--- src/hdl/pss_pkg.sv ---
package pss_pkg;

  localparam int unsigned SINE_ENTRIES    = 256;
  localparam int unsigned DELAY_DEPTH_DEF = 256;
  localparam int unsigned CFG_ADDR_W      = 4;

  // register reset values
  localparam logic [16:0] DAMPING_GAIN_RST    = 17'd65536;
  localparam logic [16:0] ALLPASS_COEFF_RST   = 17'd9175;
  localparam logic [31:0] ERROR_INCREMENT_RST = 32'd429496729;
  localparam logic [8:0]  ENVELOPE_LIMIT_RST  = 9'd400;

  // voice state reset values
  localparam logic [31:0] MAIN_STEP_RST  = 32'd140123308;
  localparam logic [8:0]  LENGTH_RST     = 9'd31;
  localparam logic [7:0]  WRITE_PTR_INIT = 8'd1;
  localparam logic [7:0]  READ_PTR_INIT  = 8'd2;

  typedef enum logic [1:0] {
    CMD_TICK  = 2'd0,
    CMD_LOAD  = 2'd1,
    CMD_PLUCK = 2'd2
  } cmd_e;

  typedef enum logic [1:0] {
    ENV_HOLD = 2'd0,
    ENV_UP   = 2'd1,
    ENV_DOWN = 2'd2
  } env_mode_e;

  typedef enum logic [1:0] {
    REG_DAMPING_GAIN    = 2'd0,
    REG_ALLPASS_COEFF   = 2'd1,
    REG_ERROR_INCREMENT = 2'd2,
    REG_ENVELOPE_LIMIT  = 2'd3
  } reg_e;

  typedef struct packed {
    logic [16:0] damping_gain;
    logic [16:0] allpass_coeff;
    logic [31:0] error_increment;
    logic [8:0]  envelope_limit;
  } cfg_t;

  typedef logic signed [11:0] sine_rom_t [SINE_ENTRIES];

  // trunc(2047 * sin(i * 6.283 / 256)), evaluated at elaboration
  function automatic sine_rom_t build_sine_rom();
    sine_rom_t rom;
    real       x;
    for (int i = 0; i < SINE_ENTRIES; i++) begin
      x      = 2047.0 * $sin(real'(i) * 6.283 / 256.0);
      rom[i] = 12'($rtoi(x));
    end
    return rom;
  endfunction

  localparam sine_rom_t SINE_ROM = build_sine_rom();

  // saturate a signed sample into the 12-bit dac range
  function automatic logic [11:0] clamp12(logic signed [15:0] v);
    logic [11:0] r;
    if (v < 16'sd0) begin
      r = 12'd0;
    end else if (v > 16'sd4095) begin
      r = 12'd4095;
    end else begin
      r = v[11:0];
    end
    return r;
  endfunction

endpackage

--- src/hdl/pss_cfg_regs.sv ---
module pss_cfg_regs
  import pss_pkg::*;
(
  input  logic                  clk_i,
  input  logic                  rst_ni,
  input  logic                  psel,
  input  logic                  penable,
  input  logic                  pwrite,
  input  logic [CFG_ADDR_W-1:0] paddr,
  input  logic [31:0]           pwdata,
  output logic [31:0]           prdata,
  output logic                  pready,
  output cfg_t                  cfg_o
);

  cfg_t cfg_q, cfg_d;
  logic wr_en;

  assign pready = 1'b1;
  assign wr_en  = psel && penable && pwrite;
  assign cfg_o  = cfg_q;

  always_comb begin
    cfg_d = cfg_q;
    if (wr_en) begin
      case (reg_e'(paddr[3:2]))
        REG_DAMPING_GAIN:    cfg_d.damping_gain    = pwdata[16:0];
        REG_ALLPASS_COEFF:   cfg_d.allpass_coeff   = pwdata[16:0];
        REG_ERROR_INCREMENT: cfg_d.error_increment = pwdata;
        REG_ENVELOPE_LIMIT:  cfg_d.envelope_limit  = pwdata[8:0];
        default:             cfg_d = cfg_q;
      endcase
    end
  end

  always_ff @(posedge clk_i or negedge rst_ni) begin
    if (!rst_ni) begin
      cfg_q.damping_gain    <= DAMPING_GAIN_RST;
      cfg_q.allpass_coeff   <= ALLPASS_COEFF_RST;
      cfg_q.error_increment <= ERROR_INCREMENT_RST;
      cfg_q.envelope_limit  <= ENVELOPE_LIMIT_RST;
    end else begin
      cfg_q <= cfg_d;
    end
  end

  always_comb begin
    case (reg_e'(paddr[3:2]))
      REG_DAMPING_GAIN:    prdata = 32'(cfg_q.damping_gain);
      REG_ALLPASS_COEFF:   prdata = 32'(cfg_q.allpass_coeff);
      REG_ERROR_INCREMENT: prdata = cfg_q.error_increment;
      REG_ENVELOPE_LIMIT:  prdata = 32'(cfg_q.envelope_limit);
      default:             prdata = '0;
    endcase
  end

endmodule

--- config.mk ---
export PLATFORM = sky130hd
export DESIGN_NAME = pss_cfg_regs
export DESIGN_NICKNAME = d
export VERILOG_FILES = /design/src/hdl/pss_pkg.sv /design/src/hdl/pss_cfg_regs.sv
export SDC_FILE = /design/constraint.sdc
export NUM_CORES = 1
export LEC_CHECK = 0
export BUFFER_PORTS_ARGS = -buffer_cell sky130_fd_sc_hd__buf_2
export CORE_ASPECT_RATIO = 0.9
export CORE_MARGIN = 2
export CORE_UTILIZATION = 49
export CTS_BUF_LIST = sky130_fd_sc_hd__clkbuf_4 sky130_fd_sc_hd__clkbuf_8
export CTS_CLUSTER_DIAMETER = 200
export DETAILED_ROUTE_END_ITERATION = 10
export PLACE_DENSITY = 0.82
export SLEW_MARGIN = 20
export SYNTH_ARGS = -nofsm -noshare
export SYNTH_HDL_FRONTEND = slang
export SYNTH_SLANG_ARGS = --single-unit
--- constraint.sdc ---
create_clock -name clk_i -period 2.2 [get_ports clk_i]
set_input_delay 0.44 -clock clk_i [delete_from_list [all_inputs] [get_ports clk_i]]
set_output_delay 0.44 -clock clk_i [all_outputs]
set_load 0.01 [all_outputs]
==> results_dict.tcl <==
set metrics [dict create \
    die_w_um 91.90 \
    clock_sinks 75 \
    insertion_delay_ps 320 \
    synthesis.area_um2 3407 \
    largest_reg_flops 75 \
    required_ps 1760 \
    status "finished, final reports clean" \
    finalCriticalPeriod_ps 2004 \
    yosysTopAreaCell "dfrtp_1" \
    avgSynthCellArea_um2 15.42 \
    crit_fanout 8 \
    cp_data_arrival_time_ps 1560 \
    clk_pin_slew_ps 70 \
    avgViaCountPerCell 5.104 \
    critPathKind "in2out" \
    worstReg2RegStart "cfg_o[11]$_DFFE_PN0P_" \
    setup_violations 0 \
    reg2reg_depth 1 \
    critPathLaunchType "input pin" \
    cts_tree "done" \
    synth_cells 221 \
    fill_cells 535 \
    holdBufCountCts 0 \
    grt_pass1_vias 2478 \
    critPathCaptureType "output port" \
    synth.distinct_cells 21 \
    vias 2409 \
    critical_path.most_common_cell "buf_2" \
    slowest_stage "nor2b_1" \
    hpwl_um 5734 \
    slew_headroom_pct 53.25 \
    fp.dieArea_um2 7637 \
    maxSlewViolCount 0 \
    grt.total_usage_pct 20.76 \
    finalHoldViolCount 0 \
    routed_wire_length_per_instance_um 16.37 \
    totalWireLength_um 7725 \
    place.gp.congestion 0.7476 \
    numCtsBuffers 9 \
    worstReg2RegEnd "cfg_o[11]$_DFFE_PN0P_" \
    grt_overflow 0 \
    grt_pass1_wl_um 12360 \
    core_um2 6656 \
    drive_above_1_share_pct 76.18 \
    hold_class "in2async" \
    start_util_pct 51.18 \
    post_cts_resized 0 \
    clock.fmax_ghz 0.4991 \
    post-cts-setup-buffer-count 0 \
    yosysSeqAreaShare_pct 56.11 \
    ys_warn_count 0 \
    skew_ps 0 \
    setup-tns-final_ps 0 \
    fin_nets 418 \
    synth_top_area_share_pct 34.52 \
    n_antenna_cell 0 \
    maxCapViolations 0 \
    htreeDepth 3 \
    num_rows 28 \
    synth_area_leaders "dfrtp_1, dfstp_2, mux2_2, mux4_2, mux2_4" \
    rsz0062_at_grt "false" \
    power_leakage_uw 0.002231 \
    area_growth_pct 31.00 \
    grt_max_degree 76 \
    ant_nets 0 \
    die_height_um 83.11 \
    post-route-util_pct 67.05 \
    cp_cell_sequence "buf_2 > nor2b_1 > nand2_1 > o21ai_0 > buf_2" \
    io_buffers 145 \
    clk_path_buf_depth 2 \
    syn-num-nets 262 \
    peakVddDrop_uv 693.0 \
    drtPass1Iterations 4 \
    tightest_slew_ps 699.8 \
    synth_seq_cells 75 \
    clock-root-buffer "clkbuf_8" \
    io_pins 149 \
    antenna_found_initial 0 \
    period_share_pct 91.08 \
    p_per_area_nw_per_um2 948.1 \
    drt_first_iter_violations 54 \
    cp_slowest_stage_delay_ps 570 \
    drc 0 \
    worst-r2r-setup-slack_ps 1410 \
]
==> worst max-delay path, delay by kind of cell <==
kind | cells | cell delay [ps]
compound gates | 1 | 100
buf+inv | 2 | 330
simple gates | 2 | 690
==> placed cells by master (no fill, tap or decap), drive strengths merged <==
master / n
and2: 15
buf: 159
clkbuf: 14
clkinv: 2
conb: 1
dfrtp: 47
dfstp: 28
mux2: 75
mux2i: 8
mux4: 9
nand2: 9
nand3: 1
nor2: 1
nor2b: 2
nor3: 1
nor3b: 1
o21ai: 8
or3b: 1
==> synthesized netlist by cell type <==
| cell type | n |
|---|---|
| or3b_1 | 1 |
| nand2_1 | 9 |
| nor3_2 | 1 |
| nor3b_2 | 1 |
| dfrtp_1 | 47 |
| dfstp_2 | 28 |
| nor2b_1 | 2 |
| mux2i_1 | 8 |
| mux2_4 | 10 |
| buf_2 | 6 |
| mux4_2 | 9 |
| nand3_2 | 1 |
| and2_1 | 15 |
| nor2_2 | 1 |
| conb_1 | 1 |
| buf_12 | 1 |
| o21ai_0 | 8 |
| mux2_2 | 65 |
| buf_4 | 2 |
| clkbuf_1 | 3 |
| buf_6 | 2 |
==> cells by family after synthesis <==
group | Yosys count | synth area share [%]
muxes | 92 | 34.19
buffers and inverters | 14 | 2.901
AOI/OAI and AO/OA | 8 | 1.175
DFF | 75 | 56.11
and+or+nand+nor | 31 | 5.509
other | 1 | 0.1101
==> area by class of cell <==
| type | instances | area (um^2) | area share [%] |
|---|---|---|---|
| repair buffers | 159 | 845.8 | 18.95 |
| clock inverters | 2 | 10.01 | 0.2243 |
| clock buffers | 14 | 173.9 | 3.897 |
| multi-input cells | 132 | 1409 | 31.57 |
| flip-flops and latches | 75 | 1912 | 42.84 |
| well taps | 90 | 112.6 | 2.523 |
==> metal layers <==
metal  global-route usage, %  vias up  part of all wire [%]
li1                        -     1099                     -
met1                   25.84     1210                    41
met2                   34.63       91                    51
met3                   5.354        9                   6.5
met4                   8.412        0                   1.3
met5                       0        -                     0
==> stage by stage <==
stage               total power, uW  instance area (um^2)  std cells  setup WS (ps)  hold WS [ps]
finish                         4232                  4463        472          196.3         116.4
global route                   4477                  4463        472          52.72         126.3
CTS                            4287                  4463        472          171.4         115.4
detailed placement             3323                  4279        456          185.8         480.8
global placement               3260                  4279        456          236.7         480.8
floorplan                      2706                  3407        221          340.9         144.4
==> where the power goes <==
part	switching [uW]	total (uW)	internal, uW
logic	567	1240	677
registers	244	2040	1790
clock network	445	951	506
==> worst max-delay path by stage <==
stage             start    endpoint  slack [ps]  cells after the start
3_5_place_dp   paddr[3]  prdata[15]         190                      5
2_1_floorplan  paddr[2]   prdata[1]         340                      3
5_1_grt        paddr[3]  prdata[11]          50                      5
6_report       paddr[3]  prdata[14]         200                      5
4_1_cts        paddr[3]  prdata[14]         170                      5
3_3_place_gp   paddr[3]  prdata[16]         240                      5
Power figures use the tool's default switching activity.
